### config.mk
export PLATFORM = sky130hd
export DESIGN_NAME = tlr_ctrl
export DESIGN_NICKNAME = d
export VERILOG_FILES = /design/src/rtl/core/tlr_pkg.sv /design/src/rtl/core/tlr_ctrl.sv
export SDC_FILE = /design/constraint.sdc
export NUM_CORES = 1
export LEC_CHECK = 0
export BUFFER_PORTS_ARGS = -buffer_cell sky130_fd_sc_hd__buf_2
export CAP_MARGIN = 20
export CORE_AREA = 2 2 39 41
export CTS_BUF_LIST = sky130_fd_sc_hd__clkbuf_4
export DETAILED_ROUTE_END_ITERATION = 10
export DIE_AREA = 0 0 41 43
export PLACE_DENSITY = 0.7
export SETUP_SLACK_MARGIN = 0.15
export SYNTH_ARGS = -nofsm -noshare
export SYNTH_HDL_FRONTEND = slang
export SYNTH_SLANG_ARGS = --single-unit
### constraint.sdc
create_clock -name clk -period 3.2 [get_ports clk]
set_input_delay 0.96 -clock clk [delete_from_list [all_inputs] [get_ports clk]]
set_output_delay 0.96 -clock clk [all_outputs]
set_load 0.01 [all_outputs]
### src/rtl/core/tlr_pkg.sv
// Shared types, widths and codes for the timeline ramp generator.
// Depends on nothing; every other file of the block uses it.

package tlr_pkg;

  // Fixed-point fraction bits shared by every format.
  localparam int FRAC_BITS  = 16;

  localparam int VALUE_W    = 32;
  localparam int DUR_W      = 31;
  localparam int DELTA_W    = 8 + FRAC_BITS;
  localparam int OPCODE_W   = 3;
  localparam int MODE_W     = 2;
  localparam int CFG_IDX_W  = 2;
  localparam int CFG_DATA_W = 32;

  // Step product, increment and new elapsed position.
  localparam int PROD_W     = DELTA_W + 1 + VALUE_W;
  localparam int INC_W      = PROD_W - FRAC_BITS;
  localparam int POS_W      = INC_W + 1;

  // Fraction (1.0 held exactly), blend difference and blend product.
  localparam int FRAC_W     = FRAC_BITS + 1;
  localparam int DIFF_W     = VALUE_W + 1;
  localparam int MIX_W      = DIFF_W + FRAC_W + 1;

  // Divider step counter.
  localparam int CNT_W      = $clog2(FRAC_BITS);

  typedef enum logic [OPCODE_W-1:0] {
    OP_TICK       = 3'd0,
    OP_PLAY       = 3'd1,
    OP_PLAY_START = 3'd2,
    OP_STOP       = 3'd3,
    OP_REVERSE    = 3'd4,
    OP_PLAY_END   = 3'd5
  } opcode_t;

  typedef enum logic [MODE_W-1:0] {
    MODE_PAUSED   = 2'd0,
    MODE_PLAYING  = 2'd1,
    MODE_AT_START = 2'd2,
    MODE_AT_END   = 2'd3
  } mode_t;

  typedef enum logic [CFG_IDX_W-1:0] {
    CFG_START    = 2'd0,
    CFG_GOAL     = 2'd1,
    CFG_DURATION = 2'd2,
    CFG_SPEED    = 2'd3
  } cfg_reg_t;

  typedef enum logic [2:0] {
    S_IDLE,
    S_EXEC,
    S_STEP,
    S_CLASS,
    S_DIV,
    S_MIX,
    S_HELD,
    S_OUT
  } ctl_state_t;

  // Commands from the controller to the datapath.
  typedef struct packed {
    logic load_item;
    logic apply_cmd;
    logic mul;
    logic step;
    logic classify;
    logic div_step;
    logic mix;
    logic held;
    logic load_out;
  } dp_cmd_t;

  // Status from the datapath to the controller.
  typedef struct packed {
    logic tick_live;
    logic in_span;
    logic out_free;
  } dp_status_t;

endpackage

### src/rtl/core/tlr_ctrl.sv
// Controller state machine of the timeline ramp generator.
// Depends on tlr_pkg; drives the datapath through dp_cmd_t.

module tlr_ctrl (
  input  logic                clk,
  input  logic                rst,
  input  logic                in_valid,
  output logic                in_ready,
  input  tlr_pkg::dp_status_t status,
  output tlr_pkg::dp_cmd_t    cmd
);

  tlr_pkg::ctl_state_t           state;
  tlr_pkg::ctl_state_t           state_next;
  logic [tlr_pkg::CNT_W-1:0]     cnt;
  logic                          cnt_last;

  assign cnt_last = (cnt == tlr_pkg::CNT_W'(tlr_pkg::FRAC_BITS - 1));

  // State register and divider step counter.
  always_ff @(posedge clk) begin
    if (rst) begin
      state <= tlr_pkg::S_IDLE;
      cnt   <= '0;
    end else begin
      state <= state_next;
      if (state == tlr_pkg::S_DIV) begin
        cnt <= cnt + 1'b1;
      end else begin
        cnt <= '0;
      end
    end
  end

  // Next state.
  always_comb begin
    state_next = state;
    case (state)
      tlr_pkg::S_IDLE: begin
        if (in_valid) state_next = tlr_pkg::S_EXEC;
      end
      tlr_pkg::S_EXEC: begin
        state_next = status.tick_live ? tlr_pkg::S_STEP : tlr_pkg::S_OUT;
      end
      tlr_pkg::S_STEP:  state_next = tlr_pkg::S_CLASS;
      tlr_pkg::S_CLASS: begin
        state_next = status.in_span ? tlr_pkg::S_DIV : tlr_pkg::S_MIX;
      end
      tlr_pkg::S_DIV: begin
        if (cnt_last) state_next = tlr_pkg::S_MIX;
      end
      tlr_pkg::S_MIX:  state_next = tlr_pkg::S_HELD;
      tlr_pkg::S_HELD: state_next = tlr_pkg::S_OUT;
      tlr_pkg::S_OUT: begin
        if (status.out_free) state_next = tlr_pkg::S_IDLE;
      end
      default: state_next = tlr_pkg::S_IDLE;
    endcase
  end

  // Command outputs.
  always_comb begin
    cmd      = '0;
    in_ready = 1'b0;
    case (state)
      tlr_pkg::S_IDLE: begin
        in_ready      = 1'b1;
        cmd.load_item = in_valid;
      end
      tlr_pkg::S_EXEC: begin
        cmd.mul       = status.tick_live;
        cmd.apply_cmd = !status.tick_live;
      end
      tlr_pkg::S_STEP:  cmd.step     = 1'b1;
      tlr_pkg::S_CLASS: cmd.classify = 1'b1;
      tlr_pkg::S_DIV:   cmd.div_step = 1'b1;
      tlr_pkg::S_MIX:   cmd.mix      = 1'b1;
      tlr_pkg::S_HELD:  cmd.held     = 1'b1;
      tlr_pkg::S_OUT:   cmd.load_out = status.out_free;
      default: ;
    endcase
  end

endmodule

Word-level counts from Yosys, hierarchy flattened
Cells that the tools add are included.
{ "op_classes": {"reduce_logical": 4, "addsub": 1, "bitwise_logic": 1, "n_eq_ne": 11, "muxes": 15} }
{ "op_table": {"columns": ["cell", "n"], "rows": [
  ["3-bit one-hot mux with 8 select lines", 1],
  ["3-bit == test, second input constant", 4],
  ["3-bit two-way mux", 4],
  ["1-bit two-way mux", 9],
  ["3-bit by 2-bit == test with 1-bit output, second input constant", 2],
  ["2-bit inequality test, second input constant", 3],
  ["4-bit by 1-bit adder with 4-bit output, second input constant", 1],
  ["4-bit == test, second input constant", 1],
  ["3-bit by 1-bit == test with 1-bit output, second input constant", 1],
  ["3-bit zero test", 1],
  ["3-bit AND reduction", 1],
  ["2-bit two-way mux", 1],
  ["2-bit OR reduction", 1],
  ["1-bit zero test", 1],
  ["1-bit inverter", 1]
]} }
{ "word_totals": {"output_inout_bits": 10, "elab_cells": 34, "reg_bits": 7, "in_bits": 6} }

Logic depth before layout (Yosys ltp)
Gate-level depths: netlist of run 1.
{ "depth": {"ltp_word": 3, "ltp_mapped": 5, "ltp_nobuf": 5} }

Least setup slack after synthesis of run 1
No wires, ideal clock.
{ "synth_path": {"path_kind": "input-to-output", "start": "input status[2] (netlist name)", "end": "output cmd[7] (netlist name)", "required_time_ns": 2.240, "arrival_ns": 1.269, "cell_stages": 1, "setup_slack_ns": 0.971, "path_cell_list": "nor3b_1"} }
{ "synth_via": {"elab_chain_len": 2} }
{ "synth_lines": {"columns": ["item", "line", "source"], "rows": [
  ["start: declaration", "tlr_ctrl.sv:9", "input tlr_pkg::dp_status_t status,"],
  ["1-bit zero test", "tlr_ctrl.sv:72", "cmd.apply_cmd = !status.tick_live;"],
  ["2-bit two-way mux", "tlr_ctrl.sv:65", "case (state)"],
  ["end: declaration", "tlr_ctrl.sv:10", "output tlr_pkg::dp_cmd_t cmd"]
]} }
No other way between the ends.

==> results of run 1 <==
-- synthesized netlist by cell type (all sizes together) (2+ instances only) --
master  number
a211oi       2
and2         3
and3b        2
buf          2
dfxtp        7
ha           5
inv          5
nand2b       4
nand3        2
nor2b        3
nor3         3
nor3b        3
nor4b        2
-- power by group --
group,total [W],switching [W],internal [W]
Sequential,0.000139,0.0000348,0.000104
Clock,0.0000867,0.0000308,0.0000559
Combinational,0.000214,0.000108,0.000106
Total,0.000439,0.000173,0.000266
-- worst max-delay path, delay by kind of cell, from the launching register on --
family                     cells  cell delay, ns
DFF                            1            0.43
buffers and inverters          2            0.23
and+or+nand+nor                2            0.34
adders and majority gates      1            0.30
-- state kept, by name, summed over array words and instances, names as in the netlist --
register and flops:
cnt 4, state 3
-- final cells by class --
type	count	area, um^2
clock buffers	4	30.03
well taps	16	20.02
inverters	5	18.77
repair buffers	15	75.07
flip-flops and latches	7	140.1
multi-input cells	43	340.3
fillers	135	759.5
-- cells by family after synthesis --
group                    Yosys count
flip-flops                         7
XOR/XNOR                           2
adder cells (fa/ha/maj)            5
multiplexers                       1
AND/OR/NAND/NOR                   27
AO/OA/AOI/OAI                      8
buffers and inverters              7
-- stage by stage --
stage	hold slack (ns)	instances	total power (W)
5_1_grt	0.4837	90	0.0004810
3_5_place_dp	0.4592	86	0.0003568
6_report	0.4622	90	0.0004394
2_1_floorplan	0.4264	57	0.0003045
4_1_cts	0.4664	90	0.0004464
3_3_place_gp	0.4483	86	0.0003513
-- worst max-delay path by stage --
| stage | end | depth (start not counted) |
|---|---|---|
| after detailed placement | cmd[0] | 3 |
| final | cmd[8] | 5 |
| after global routing | cmd[8] | 5 |
| after global placement | cmd[0] | 3 |
| after CTS | cmd[8] | 5 |
| after floorplan | cmd[7] | 1 |
-- layer usage --
layer  part of all wire, %  vias up  GRT usage [%]
met3                   6.3        0          1.571
met2                    48       13          18.44
met1                    46      199          14.24
met5                     0        -              0
li1                      -      238              -
met4                     0        0          10.00
==> reports/results.txt, run 1 <==
commonest non-fill, non-tap cell in the layout: buf_2
fraction of synthesized area in multiplexers: 1.942%
worst-case reg-to-reg path depth: 5
worst slew margin relative to its limit: 65.44%
Total GRT Usage: 12.17%
power per cell area: 703.7 nW/um^2
share of Yosys cell area claimed by the top area cell type: 27.18%
number of gates resized after cts: 0
total nets after synthesis: 68
complex-gate fraction of the synthesized area: 13.59%
first-pass detailed-route iteration total: 2
initial antenna violation count: 0
fin area: 624.3 um^2
instance count of the mapped netlist: 57
basic-gate share of the synthesized area counting and, or, nand and nor cells: 34.95%
status: completed
hold depth: 1
sort of element at the start of the critical path: flip-flop
final RePlAce weighted congestion: 0.6598
transition time at the pin with the least slew margin: 0.5177 ns
clk root buf: clkbuf_4
largest stage delay on the critical path: 0.43 ns
final core utilization: 45.12%
highest attainable clock frequency: 0.4014 GHz
share of the synthesized netlist area taken by xor and xnor gates: 3.398%
vias after detailed routing: 450
count of inserted antenna diode cells: 0
first-pass GRT wire length: 1.435 mm
largest vdd supply drop: 0.0003190 V
Final Max Slew Viols: 0
worst-case register-to-register setup slack: 1.55 ns
# H-tree levels: 1
Worst R2R End: state[1]
layout-stage area growth over the synthesis result: 21.12%
Hold Fails Final Rpt: 0
number of core rows: 14
Setup Crit Path Kind: reg -> out
remaining number of nets flagged by the antenna check after routing: 0
count of different cell masters after synthesis: 30
minimum clock period: 2.491 ns
Setup-failing EPs final: 0
# Post-CTS Setup Buffers: 0
dominant combinational cell family by area after synthesis: simple AND/OR/NAND/NOR gates
clock network latency to the later pin of the worst-skew pair: 0.25 ns
wirelength, routed: 965 um
number of top-level pins: 16
crit path cell chain: inv_1, ha_1, nor2b_1, and2_1, buf_2
DRC errors left: 0
Die Wd: 41 um
minimum setup slack after placement: 0.8698 ns
area of the die: 1763 um^2
number of synthesized flops with an enable pin: 0
Final HPWL DP: 752 um
maximum buffer depth of the clock tree: 2
min-delay src: cnt[0]
worst path arrival time: 1.53 ns
vias in the first global route: 390
post-synthesis sequential element count: 7
Max-cap violations: 0
warnings from Yosys: 0
routed length per placed instance: 10.72 um
fraction of synthesis flops using an asynchronous set or reset pin: 0%
CTS Buf Count: 3
clock net sink count: 7
unrepaired setup endpoints after global routing: no
highest-count cells in the layout ignoring fill and taps: buf_2, dfxtp_1, inv_1, ha_1
fraction of final layout cells sized beyond drive strength 1: 28.38%
hold endpoint: cnt[0]
final worst setup slack: 0.7090 ns
synthesized area per cell: 9.044 um^2
final cycle utilization of the critical path: 77.84%
required time of the worst setup path: 2.24 ns
fraction of the mapped netlist area in adder cells: 12.14%
sequential-to-total area share from yosys stat: 27.18%
core outline area: 1384 um^2
pin count of the biggest net entering global routing: 20
cell types with the largest area share after synthesis: dfxtp_1, ha_1, nand2b_1
buffers added on ports: 15
launching point of the worst reg2reg path: state[0]
final worst clock skew: 0.0002962 ns
Starting Density: 37.25%
class of the tightest hold or removal check: reg -> reg
clock edge transition at the registers on the reported setup and hold paths: 0.05 ns
number of buffers inserted by hold repair at cts: 0
sum of negative setup slack: 0 ns
residual overflow from global routing: 0
Detailed Route Iter0 Violations: 3
clock tree from TritonCTS: done
Critical Path Sink Type: output pin
highest net fanout along the worst path: 8
dominant register cell in the synthesized netlist: dfxtp_1
post-synth design cell area: 515.5 um^2
floorplan die height: 43 um
post-synth top area cell: dfxtp_1
total placed instance area: 594.3 um^2
Net count, final: 86
leakage component of the power: 0.3092 nW
start point of the critical path: state[0]
via density per instance: 5.000
Slowest cell on crit path: dfxtp_1
No activity file was read; power rests on OpenSTA's default activity.
==> inputs of run 2 (changes only) <==
==> constraint.sdc (replaced) <==
create_clock -name clk -period 2.3 [get_ports clk]
set_input_delay 0.69 -clock clk [delete_from_list [all_inputs] [get_ports clk]]
set_output_delay 0.69 -clock clk [all_outputs]
set_load 0.01 [all_outputs]
==> run 2 against run 1 <==
Against the previous run: worst hold slack improved by 0.0015 ns; clock-buffer cell count unchanged; final area increased by 0.80%; critical endpoint unchanged; highest routed layer unchanged.
==> reports/results.txt, run 2 (synthesized netlist as in run 1, its figures left out) <==
status: completed (unchanged)
remaining number of nets flagged by the antenna check after routing: 0 (unchanged)
worst-case hold slack: 0.4637 ns (was 0.4622 ns)
clk root buf: clkbuf_4 (unchanged)
fin area: 629.4 um^2 (was 624.3 um^2)
floorplan die height: 43 um (unchanged)
overall power after layout: 0.0006156 W (was 0.0004394 W)
crit path cell chain: inv_1, ha_2, nor2b_1, and2_1, buf_2 (was inv_1, ha_1, nor2b_1, and2_1, buf_2)
core outline area: 1384 um^2 (unchanged)
final worst clock skew: 0.001083 ns (was 0.0002962 ns)
vias after detailed routing: 462 (was 450)
total met3 wirelength after detailed routing: 73 um (was 61 um)
highest net fanout along the worst path: 8 (unchanged)
fraction of final layout cells sized beyond drive strength 1: 32.43% (was 28.38%)
max reg flops: 4 (unchanged)
Detailed Route Iter0 Violations: 3 (unchanged)
power per cell area: 978.1 nW/um^2 (was 703.7 nW/um^2)
clock net sink count: 7 (unchanged)
first-pass detailed-route iteration total: 4 (was 2)
maximum buffer depth of the clock tree: 2 (unchanged)
# H-tree levels: 1 (unchanged)
sum of negative setup slack: 0 ns (unchanged)
leakage component of the power: 0.3087 nW (was 0.3092 nW)
final cycle utilization of the critical path: 88.41%
Setup-failing EPs final: 0 (unchanged)
highest attainable clock frequency: 0.4918 GHz
layout-stage area growth over the synthesis result: 22.09% (was 21.12%)
Met1 Routed Length: 428 um (was 443 um)
transition time at the pin with the least slew margin: 0.3082 ns (was 0.5177 ns)
DRC errors left: 0 (unchanged)
number of top-level pins: 16 (unchanged)
Die Wd: 41 um (unchanged)
Slowest cell on crit path: dfxtp_2 (was dfxtp_1)
wirelength, routed: 936 um (was 965 um)
required time of the worst setup path: 1.61 ns (was 2.24 ns)
wire length on met2: 434 um (was 460 um)
buffers added on ports: 15 (unchanged)
Total GRT Usage: 12.39% (was 12.17%)
Hold Fails Final Rpt: 0 (unchanged)
most flop-heavy register: cnt (unchanged)
Starting Density: 37.25% (unchanged)
CTS Buf Count: 3 (unchanged)
commonest non-fill, non-tap cell in the layout: buf_2 (unchanged)
Critical Path Sink Type: output pin (unchanged)
first-pass GRT wire length: 1.504 mm (was 1.435 mm)
via density per instance: 5.133 (was 5.000)
pin count of the biggest net entering global routing: 20 (unchanged)
worst slew margin relative to its limit: 79.31% (was 65.44%)
sort of element at the start of the critical path: flip-flop (unchanged)
Top Registers: cnt: 4 flops, state: 3 flops (unchanged)
initial antenna violation count: 0 (unchanged)
Final HPWL DP: 720.9 um (was 752 um)
clock tree from TritonCTS: done (unchanged)
highest-count cells in the layout ignoring fill and taps: buf_2, inv_1, dfxtp_1 (was buf_2, dfxtp_1, inv_1, ha_1)
total placed instance area: 594.3 um^2 (unchanged)
largest vdd supply drop: 0.0004423 V (was 0.0003190 V)
Final Max Slew Viols: 0 (unchanged)
final RePlAce weighted congestion: 0.6713 (was 0.6598)
Max-cap violations: 0 (unchanged)
area of the die: 1763 um^2 (unchanged)
class of the tightest hold or removal check: reg -> reg (unchanged)
final worst setup slack: 0.2665 ns (was 0.7090 ns)
residual overflow from global routing: 0 (unchanged)
number of buffers inserted by hold repair at cts: 0 (unchanged)
minimum clock period: 2.034 ns
count of inserted antenna diode cells: 0 (unchanged)
Setup Crit Path Kind: reg -> out (unchanged)
routed length per placed instance: 10.40 um (was 10.72 um)
clock edge transition at the registers on the reported setup and hold paths: 0.05 ns (about the same)
vias in the first global route: 386 (was 390)
worst path arrival time: 1.34 ns (was 1.53 ns)
# Post-CTS Setup Buffers: 0 (unchanged)
largest stage delay on the critical path: 0.37 ns (was 0.43 ns)
minimum setup slack after placement: 0.3709 ns (was 0.8698 ns)
Net count, final: 86 (unchanged)
unrepaired setup endpoints after global routing: no (unchanged)
Top Metal Used: met3 (unchanged)
clock network latency to the later pin of the worst-skew pair: 0.24 ns (was 0.25 ns)
number of core rows: 14 (unchanged)
==> run 2: cell counts in the layout (fill, tap and decap cells not counted) <==
No cell type changed its count.
==> run 2: stage by stage <==
stage / instances / utilization, %
2_1_floorplan: 57 / -
3_3_place_gp: 86 / 42.95
3_5_place_dp: 86 / 42.95
4_1_cts: 90 / 45.21
5_1_grt: 90 / 45.48
6_report: 90 / 45.48
==> run 2: cell type report <==
| class | instances | area (um^2) |
|---|---|---|
| fill | 142 | 754.5 |
| multi-input combinational | 43 | 342.8 |
| sequential | 7 | 142.6 |
| timing repair buffer | 15 | 75.07 |
| clock buffer | 4 | 30.03 |
| tap | 16 | 20.02 |
| inverter | 5 | 18.77 |
==> run 2: worst paths after layout <==
check	from	end	slack, ns	cells after the start
max	state[0]	cmd[8]	0.27	5
min	cnt[0]	cnt[0]	0.46	1
max reg2reg	state[0]	state[1]	0.83	5
min reg2reg	cnt[0]	cnt[0]	0.46	1
==> run 2: critical path, delay by kind of cell (launching register included) <==
| kind | cells | cell delay, ns |
|---|---|---|
| simple gates | 2 | 0.29 |
| flops | 1 | 0.37 |
| buf+inv | 2 | 0.21 |
| fa+ha+maj | 1 | 0.23 |
==> run 2: routing by layer <==
| metal | up-vias | track usage (%) |
|---|---|---|
| li1 | 238 | - |
| met1 | 205 | 15.26 |
| met2 | 19 | 18.13 |
| met3 | 0 | 4.712 |
| met4 | 0 | 6.000 |
| met5 | - | 0 |
==> run 2: report_power, final <==
part           internal (W)  leakage, nW  switching [W]
Clock             0.0000776       0.0184      0.0000400
Combinational      0.000151        0.233       0.000151
Sequential         0.000148       0.0577      0.0000475
==> run 2: repair_timing <==
| item | 4_1_cts | 5_1_grt |
|---|---|---|
| setup endpoints to repair | 1 | 2 |
| pin swaps | 0 | 0 |
| resized for setup | 1 | 2 |
